$ cat config.mk
export PLATFORM = sky130hd
export DESIGN_NAME = fbm_norm
export DESIGN_NICKNAME = d
export VERILOG_FILES = /design/src/rtl/fbm_pkg.sv /design/src/rtl/fbm_norm.sv
export SDC_FILE = /design/constraint.sdc
export NUM_CORES = 2
export LEC_CHECK = 0
export ABC_AREA = 0
export BUFFER_PORTS_ARGS = -buffer_cell sky130_fd_sc_hd__buf_2
export CELL_PAD_IN_SITES_DETAIL_PLACEMENT = 0
export CELL_PAD_IN_SITES_GLOBAL_PLACEMENT = 1
export CORE_MARGIN = 2
export CORE_UTILIZATION = 50
export CTS_BUF_LIST = sky130_fd_sc_hd__clkbuf_8
export DETAILED_ROUTE_END_ITERATION = 7
export GPL_TIMING_DRIVEN = 0
export HOLD_SLACK_MARGIN = 0.06
export PLACE_DENSITY_LB_ADDON = 0.12
export SLEW_MARGIN = 30
export SYNTH_ARGS = -nofsm -noshare
export SYNTH_HDL_FRONTEND = slang
export SYNTH_SLANG_ARGS = --single-unit
$ cat constraint.sdc
create_clock -name clk -period 23.6 [get_ports clk]
set_clock_uncertainty 0.15 [all_clocks]
set_input_delay 2.36 -clock clk [delete_from_list [all_inputs] [get_ports clk]]
set_output_delay 2.36 -clock clk [all_outputs]
set_load 0.03 [all_outputs]
$ cat src/rtl/fbm_pkg.sv
// ============================================================================
// fbm_pkg : shared types, constants and functions of the 1-D fractal noise unit
// Holds the register indexes, hash multipliers and the per-octave reciprocal
// table used to normalize the weighted octave sum.
// ============================================================================
package fbm_pkg;

    localparam int MAX_OCTAVES_DEF = 8;
    localparam int FRAC_BITS_DEF   = 16;

    localparam logic [1:0] REG_NOISE_SEED     = 2'd0;
    localparam logic [1:0] REG_BASE_FREQUENCY = 2'd1;
    localparam logic [1:0] REG_OCTAVE_COUNT   = 2'd2;

    localparam logic [31:0] HASH_MUL_IDX  = 32'h9E3779B1;
    localparam logic [31:0] HASH_MUL_SEED = 32'h85EBCA6B;
    localparam logic [31:0] HASH_MUL_A    = 32'h2C1B3C6D;
    localparam logic [31:0] HASH_MUL_B    = 32'h297A2D39;
    localparam logic [31:0] SEED_STEP     = 32'h00009E37;

    // Per-octave seed term, seed * HASH_MUL_SEED for seed = base + o*step.
    // Linear in seed: base*M + o*(step*M), all mod 2^32.
    localparam logic [31:0] SEED_STEP_MUL = SEED_STEP * HASH_MUL_SEED;

    // Reciprocal for division by (2^k - 1) * 65536 with k octaves:
    // q = ((sum >> 16) * RECIP) >> RECIP_SHIFT, then at most one +1 correction.
    localparam int RECIP_SHIFT = 34;

    // floor(2^34 / (2^k - 1))
    function automatic logic [34:0] recip_of(input logic [4:0] k);
        begin
            case (k)
                5'd1:    recip_of = 35'd17179869184;
                5'd2:    recip_of = 35'd5726623061;
                5'd3:    recip_of = 35'd2454267026;
                5'd4:    recip_of = 35'd1145324612;
                5'd5:    recip_of = 35'd554189328;
                5'd6:    recip_of = 35'd272696336;
                5'd7:    recip_of = 35'd135274560;
                5'd8:    recip_of = 35'd67372036;
                5'd9:    recip_of = 35'd33620096;
                5'd10:   recip_of = 35'd16793616;
                5'd11:   recip_of = 35'd8392706;
                5'd12:   recip_of = 35'd4195328;
                5'd13:   recip_of = 35'd2097408;
                5'd14:   recip_of = 35'd1048640;
                5'd15:   recip_of = 35'd524304;
                5'd16:   recip_of = 35'd262148;
                default: recip_of = 35'd17179869184;
            endcase
        end
    endfunction

endpackage

$ cat src/rtl/fbm_norm.sv
// ============================================================================
// fbm_norm : weighted octave sum and normalization by the total amplitude
// Registered adder tree, reciprocal multiply split in two halves, correction.
// ============================================================================
module fbm_norm #(
    parameter int MAX_OCTAVES = fbm_pkg::MAX_OCTAVES_DEF
) (
    input  logic                          clk,
    input  logic                          en,
    input  logic [MAX_OCTAVES-1:0][31:0]  blend,
    input  logic [4:0]                    k,
    output logic [15:0]                   noise_value
);

    localparam int SW = 32 + MAX_OCTAVES;
    localparam int QW = SW - 16;

    logic [SW-1:0]   sum1_reg;
    logic [4:0]      k1_reg, k2_reg, k3_reg;
    logic [SW-1:0]   sum2_reg, sum3_reg;
    logic [34:0]     rc2_reg;
    logic [QW+16:0]  plo3_reg;
    logic [QW+17:0]  phi3_reg;
    logic [SW-1:0]   q4_reg;
    logic [SW-1:0]   sum4_reg;
    logic [4:0]      k4_reg;
    logic [15:0]     out_reg;

    logic [SW-1:0]   acc_w;
    logic [QW+34:0]  prod_w;
    logic [SW-1:0]   q_w;
    logic [SW+16:0]  den_w, rem_w, qd_w;

    always_comb
    begin
        acc_w = '0;
        for (int o = 0; o < MAX_OCTAVES; o++)
            if (o < int'(k))
                acc_w = acc_w + (SW'(blend[o]) << (int'(k) - 1 - o));
    end

    // quotient estimate is exact or one low; the remainder check fixes it
    always_comb
    begin
        prod_w = {18'd0, plo3_reg} + ({17'd0, phi3_reg} << 17);
        q_w    = SW'(prod_w >> fbm_pkg::RECIP_SHIFT);
        den_w  = ((SW+17)'(1) << k4_reg) - (SW+17)'(1);
        den_w  = den_w << 16;
        qd_w   = ((SW+17)'(q4_reg) << k4_reg) - (SW+17)'(q4_reg);
        rem_w  = (SW+17)'(sum4_reg) - (qd_w << 16);
    end

    always_ff @(posedge clk)
    begin
        if (en)
        begin
            sum1_reg <= acc_w;
            k1_reg   <= k;
            sum2_reg <= sum1_reg;
            k2_reg   <= k1_reg;
            rc2_reg  <= fbm_pkg::recip_of(k1_reg);
            sum3_reg <= sum2_reg;
            k3_reg   <= k2_reg;
            plo3_reg <= {17'd0, sum2_reg[SW-1:16]} * {{QW{1'b0}}, rc2_reg[16:0]};
            phi3_reg <= {18'd0, sum2_reg[SW-1:16]} * {{QW{1'b0}}, rc2_reg[34:17]};
            q4_reg   <= q_w;
            sum4_reg <= sum3_reg;
            k4_reg   <= k3_reg;
            if (rem_w >= den_w)
                out_reg <= ((q4_reg + SW'(1)) > SW'(65535)) ? 16'hFFFF
                         : 16'(q4_reg + SW'(1));
            else
                out_reg <= (q4_reg > SW'(65535)) ? 16'hFFFF : 16'(q4_reg);
        end
    end

    assign noise_value = out_reg;

endmodule
# Word level (Yosys, flattened, before mapping)
# Memory sizes are Yosys's and may differ from the RTL's. A register that Yosys moved wholly into a read port is not among the register bits.
# Index checks and enable logic that the tools add are counted.
# W data, S select, Z words.
classes:
  addsub: 20
  multipliers: 2
  magnitude_cmp: 11
  shifts: 10
  mux: 11
ops:
  columns: ["op", "count"]
  rows:
  - ["$mux W40", 8]
  - ["$shl A32 B32 Y40", 8]
  - ["$add A40 B40 Y40", 7]
  - ["$add A41 B59 Y59", 1]
  - ["$ge A57 B57 Y1", 1]
  - ["$sub A40 B57 Y57", 1]
  - ["$mux W16", 3]
  - ["$mul A24 B18 Y42", 1]
  - ["$mul A24 B17 Y41", 1]
  - ["$shl A1 B5 Y41 const A", 1]
  - ["$shl A25 B5 Y41", 1]
  - ["$sub A41 B2 Y41 const B", 1]
  - ["$sub A41 B25 Y41", 1]
  - ["$gt A40 B16 Y1 const B", 1]
  - ["$sub A6 B4 Y7 const B", 4]
  - ["$add A25 B1 Y26 const B", 1]
  - ["$gt A25 B16 Y1 const B", 1]
  - ["$lt A3 B5 Y1 const A", 4]
  - ["$sub A6 B3 Y7 const B", 2]
  - ["$lt A1 B5 Y1 const A", 2]
  - ["$lt A2 B5 Y1 const A", 2]
  - ["$sub A6 B2 Y7 const B", 1]
  - ["$sub A5 B1 Y6 const B", 1]
word_totals:
  reg_bits: 339
  romBits: 928
  n_memories: 1
mem_list:
  columns: ["name", "depth", "word_bits", "rd", "rd_clocked_by_memory_dff", "write_ports", "line", "rtl"]
  rows:
  - ["(name not given)", 32, 29, 1, 1, 0, "fbm_pkg.sv:32", "case (k)"]

# Depth between registers and ports, before layout
depth:
  word_depth: 17
  ltp_mapped: 96
  ltp_nobuf: 84

# Least setup slack after synthesis
# OpenSTA, ideal clock, no wires.
synth_path:
  kind: "input to register"
  from: "in k[1]"
  to: "reg sum1_reg[37] (data pin)"
  setup_ns: 0.261
  arrival_time_ns: 20.311
  slack_ns: 2.879
  stages: 92
  path_cell_list: "clkbuf_1 > inv_1 > ha_1 > clkbuf_1 > buf_2 > buf_2 > buf_2 > buf_2 > buf_2 > buf_2 > buf_2 > buf_2 > buf_2 > buf_1 > buf_2 > buf_2 > buf_2 > buf_2 > (+56 left out) > o211ai_1 > a31oi_1 > and2_1 > o21a_1 > nor2_1 > xor2_1 > a21oi_1 > ha_1 > or2_2 > o31a_1 > a31oi_1 > o21bai_1 > a21oi_1 > o21bai_1 > a21oi_1 > xor2_1 > nor2_1 > a221o_1"
synth_via:
  elab_chain_cells: 17
  elab_cells_between_ends: 39
  classes_between: "add/sub (15); order compare (8); shift (8); mux (8)"
synth_lines:
  columns: ["item", "line", "rtl"]
  rows:
  - ["from (decl)", "fbm_norm.sv:11", "input logic [4:0] k,"]
  - ["$sub A5 B1 Y6", "fbm_norm.sv:39", "acc_w = acc_w + (SW'(blend[o]) << (int'(k) - 1 - o));"]
  - ["$sub A6 B2 Y7 or $shl A32 B32 Y40 (tied branches)", "fbm_norm.sv:39", null]
  - ["$shl A32 B32 Y40 or $mux W40 (tied branches)", "fbm_norm.sv:39, fbm_norm.sv:38", null]
  - ["$add A40 B40 Y40", "fbm_norm.sv:39", null]
  - ["$mux W40", "fbm_norm.sv:38", "if (o < int'(k))"]
  - ["$add A40 B40 Y40", "fbm_norm.sv:39", null]
  - ["$mux W40", "fbm_norm.sv:38", null]
  - ["$add A40 B40 Y40", "fbm_norm.sv:39", null]
  - ["(+2 left out)", null, null]
  - ["$mux W40", "fbm_norm.sv:38", null]
  - ["$add A40 B40 Y40", "fbm_norm.sv:39", null]
  - ["$mux W40", "fbm_norm.sv:38", null]
  - ["$add A40 B40 Y40", "fbm_norm.sv:39", null]
  - ["$mux W40", "fbm_norm.sv:38", null]
  - ["$add A40 B40 Y40", "fbm_norm.sv:39", null]
  - ["$mux W40 (*)", "fbm_norm.sv:38", null]
  - ["named net acc_w[37]", "fbm_norm.sv:29", "logic [SW-1:0] acc_w;"]
  - ["to (signal assigned)", "fbm_norm.sv:57", "sum1_reg <= acc_w;"]
  - ["to (decl)", "fbm_norm.sv:18", "logic [SW-1:0] sum1_reg;"]
# The timed path passes the listed nets; every way through them passes the cells marked *.
# A chain may end at the register's enable or synchronous reset.

# Final worst setup path
layout_path:
  from: "in k[0]"
  to: "reg sum1_reg[37] (data pin)"
# Same word-level chain as after synthesis.

==> results_tabular.tex <==
\begin{tabular}{lr}
\hline
Metric & Value \\
\hline
\multicolumn{2}{l}{\textbf{Timing}} \\
\quad Tightest hold margin & 0.252 ns \\
\quad Slew @ Worst Pin & 1.14 ns \\
\quad Upper clock frequency limit & 0.0436 GHz \\
\quad Worst-case headroom to the max-slew limit & 0.237 \\
\quad Final cycle utilization of the critical path & 0.973 \\
\quad Final count of negative-setup-slack endpoints & 0 \\
\quad Min Tclk post-route & 22.96 ns \\
\quad Crit path setup slack, layout & $\sim$0.64 ns \\
\quad Total count of hold-check failures in the final report & 0 \\
\quad Number of pins with negative max-slew slack in the final report & 0 \\
\multicolumn{2}{l}{\textbf{CTS}} \\
\quad Clock buffers created by TritonCTS & 48 \\
\quad Number of buffers on the longest clock path & 3 \\
\quad Clock root buffer master & clkbuf\_8 \\
\quad Clock Pin Slew Worst Setup and Hold Paths & 0.06 ns \\
\quad Maximum level of the CTS H-tree & 2 \\
\quad Num Clock Sinks & 310 \\
\quad Clock latency on the worst-skew pair & around 0.68 ns \\
\quad CTS tree & yes \\
\multicolumn{2}{l}{\textbf{Final layout}} \\
\quad Leading cell type in the layout, fill and taps excluded & nand2\_1 \\
\quad Syn-to-layout area delta & 7.47\% \\
\quad Design area & 78,700 µm² \\
\quad Number of standard cells in the layout, taps in and fillers out & about 11,000 \\
\quad Top library cells by usage in the layout, fill and taps aside & 1,010 x nand2\_1, 962 x inv\_1, 902 x nor2\_1 \\
\quad NumNets Final & 10,988 \\
\quad Max reg flops & 41 \\
\quad Filler Cells Inserted & 13,946 \\
\quad Fraction of final layout cells with drive strength greater than 1 & 0.0891 \\
\multicolumn{2}{l}{\textbf{Detailed routing}} \\
\quad Post-detailed-route via-to-cell ratio & 6.45 \\
\quad Wire length per cell after detailed routing & 29.5 µm \\
\quad Antenna Nets Post-Route & 0 \\
\quad Total number of vias & 73,635 \\
\quad Drt first-iter violations & 8,859 \\
\quad Routed wire length & 337,000 µm \\
\quad First drt pass iteration count & 6 \\
\quad DRC violations left & 0 \\
\multicolumn{2}{l}{\textbf{Floorplanning}} \\
\quad Starting utilization of the core area & 0.503 \\
\quad Die H & 387 µm \\
\quad Io pins & 279 \\
\quad Core Footprint & 146,000 µm² \\
\quad Horizontal extent of the die & 387 µm \\
\quad Overall die area & 150,000 µm² \\
\quad Row count & 140 \\
\multicolumn{2}{l}{\textbf{GRT}} \\
\quad Antenna violations before repair & 52 \\
\quad Wire length of the first global-routing pass & 486,000 µm \\
\quad Total routing resource utilization after global routing & 0.441 \\
\quad GR Overflow Total & 0 \\
\quad Pin count of the biggest net entering global routing & 90 \\
\quad Vias in the first global route & 71,411 \\
\multicolumn{2}{l}{\textbf{Synth}} \\
\quad Top area cells in the synthesized netlist & fa\_1 15\%, ha\_1 13\%, edfxtp\_1 13\% \\
\quad Total number of yosys warnings & 0 \\
\quad Library cells used by synthesis & 109 \\
\quad Number of enable-type register cells in the synthesized netlist & between 300 and 400 \\
\quad Seq/Total Area, Yosys & 0.127 \\
\quad Yosys top cell area share & 0.149 \\
\quad Syn Std Cell Area & 73,300 µm² \\
\quad Synth async-reset ratio & 0 \\
\quad Register bit count reported by yosys & 310 \\
\quad Yosys top cell by area & fa\_1 \\
\quad Flip-flop cell with the highest count after synthesis & edfxtp\_1 \\
\quad Synth Instances & 9,092 \\
\quad Avg Inst Size Synth & 8.06 µm² \\
\multicolumn{2}{l}{\textbf{Status}} \\
\quad Run status & finished clean \\
\multicolumn{2}{l}{\textbf{Worst setup path}} \\
\quad R2R Path Start & k4\_reg[2] \\
\quad Biggest cell delay along the critical path & 0.59 ns \\
\quad Critical path destination & sum1\_reg[37] \\
\quad Cell at the slowest stage of the critical path & o21ai\_1 \\
\quad Worst-case reg-to-reg path depth & 50 \\
\quad FF-to-FF setup slack & 11.19 ns \\
\quad Worst Setup End Kind & register \\
\quad Startpoint kind of the worst setup timing path & input pin \\
\quad Critical path launch point & k[0] \\
\quad Data arrival at the endpoint of the critical path & 23.20 ns \\
\quad Kind of critical path & input pin to register \\
\quad Endpoint of the worst-slack reg-to-reg timing path & noise\_value[10] \\
\quad CP required & roughly 24 ns \\
\quad Maximum fanout along the worst path & 28 \\
\multicolumn{2}{l}{\textbf{Placement}} \\
\quad Port Buf Inserts & 278 \\
\quad Dpl hpwl & 286,000 µm \\
\quad Placer's final routability congestion estimate & roughly 1.1 \\
\quad Number of cells in the design after placement & 11,304 \\
\quad Post-place instance area & 77,400 µm² \\
\quad Pre-CTS setup slack & -6.34 ns \\
\multicolumn{2}{l}{\textbf{Job}} \\
\quad Max cap viols & 0 \\
\multicolumn{2}{l}{\textbf{Hold path}} \\
\quad HP Start & sum1\_reg[20] \\
\quad Tightest Hold Check Type & register to register \\
\hline
\end{tabular}
Yosys cell counts (233+ instances only):
master / count
and2_1: 463
o21ai_0: 418
ha_1: 756
edfxtp_1: 310
fa_1: 547
clkbuf_1: 360
nand2_1: 1010
a21oi_1: 605
nor2_1: 904
mux2i_1: 233
xnor2_1: 260
inv_1: 952
stage by stage:
stage | utilization | setup TNS [ns]
2_1_floorplan | - | 0
3_3_place_gp | 0.529 | -158.99
3_5_place_dp | 0.532 | -111.79
4_1_cts | 0.540 | 0
5_1_grt | 0.541 | -0.0301
6_report | 0.541 | 0
per-layer routing:
metal  up-vias  share of wire  GRT usage
li1      32305              -          -
met1     35542           0.38      0.548
met3      1145           0.11      0.103
met5         -        0.00059          0
met4        30          0.093      0.327
met2      4613           0.42      0.669
how the worst min path moves through the flow:
stage	endpoint	slack [ns]	cells past startpoint
floorplan	k3_reg[0]	0.25	0
global placement	k4_reg[3]	0.25	0
detailed placement	k3_reg[3]	0.25	0
CTS	sum2_reg[30]	0.26	0
global route	sum2_reg[20]	0.26	0
finish	sum2_reg[20]	0.25	0
repair_timing:
action	CTS	global route
endpoints found under the setup margin	28	15
buffers inserted	1	0
hold buffers	0	0
gates resized for setup	77	48
pin swaps	1	0
cells by family after synthesis:
logic type | count (synthesis) | share of synthesized area
other | 1 | 0.0000512
muxes | 492 | 0.0991
adders and majority gates | 1305 | 0.279
DFF | 310 | 0.127
xor gates and xnor gates | 371 | 0.0454
and+or+nand+nor | 3223 | 0.206
AOI/OAI and AO/OA | 1946 | 0.169
buffers and inverters | 1444 | 0.0749
cell type report:
type                    count  area, µm²  share of cell area
clock inverters            39        329             0.00418
clock buffers              48        661             0.00839
repair buffers            290       1660              0.0210
well taps                1917       2400              0.0305
multi-input cells        7344      58700               0.745
inverters                 958       3600              0.0457
flip-flops and latches    310       9310               0.118
plain buffers             470       2020              0.0256
diodes                     36       90.1             0.00114
critical path, delay by kind of cell:
| family | cells | cell delay [ns] |
|---|---|---|
| muxes | 1 | 0.31 |
| adders and majority gates | 8 | 2.89 |
| xor gates and xnor gates | 5 | 0.81 |
| and+or+nand+nor | 16 | 3.46 |
| AOI/OAI and AO/OA | 29 | 7.95 |
| buffers and inverters | 18 | 5.26 |
Power is left out: the tool's default activity adds up to more than one toggle a clock period on the data nets, which glitch-free logic cannot reach.
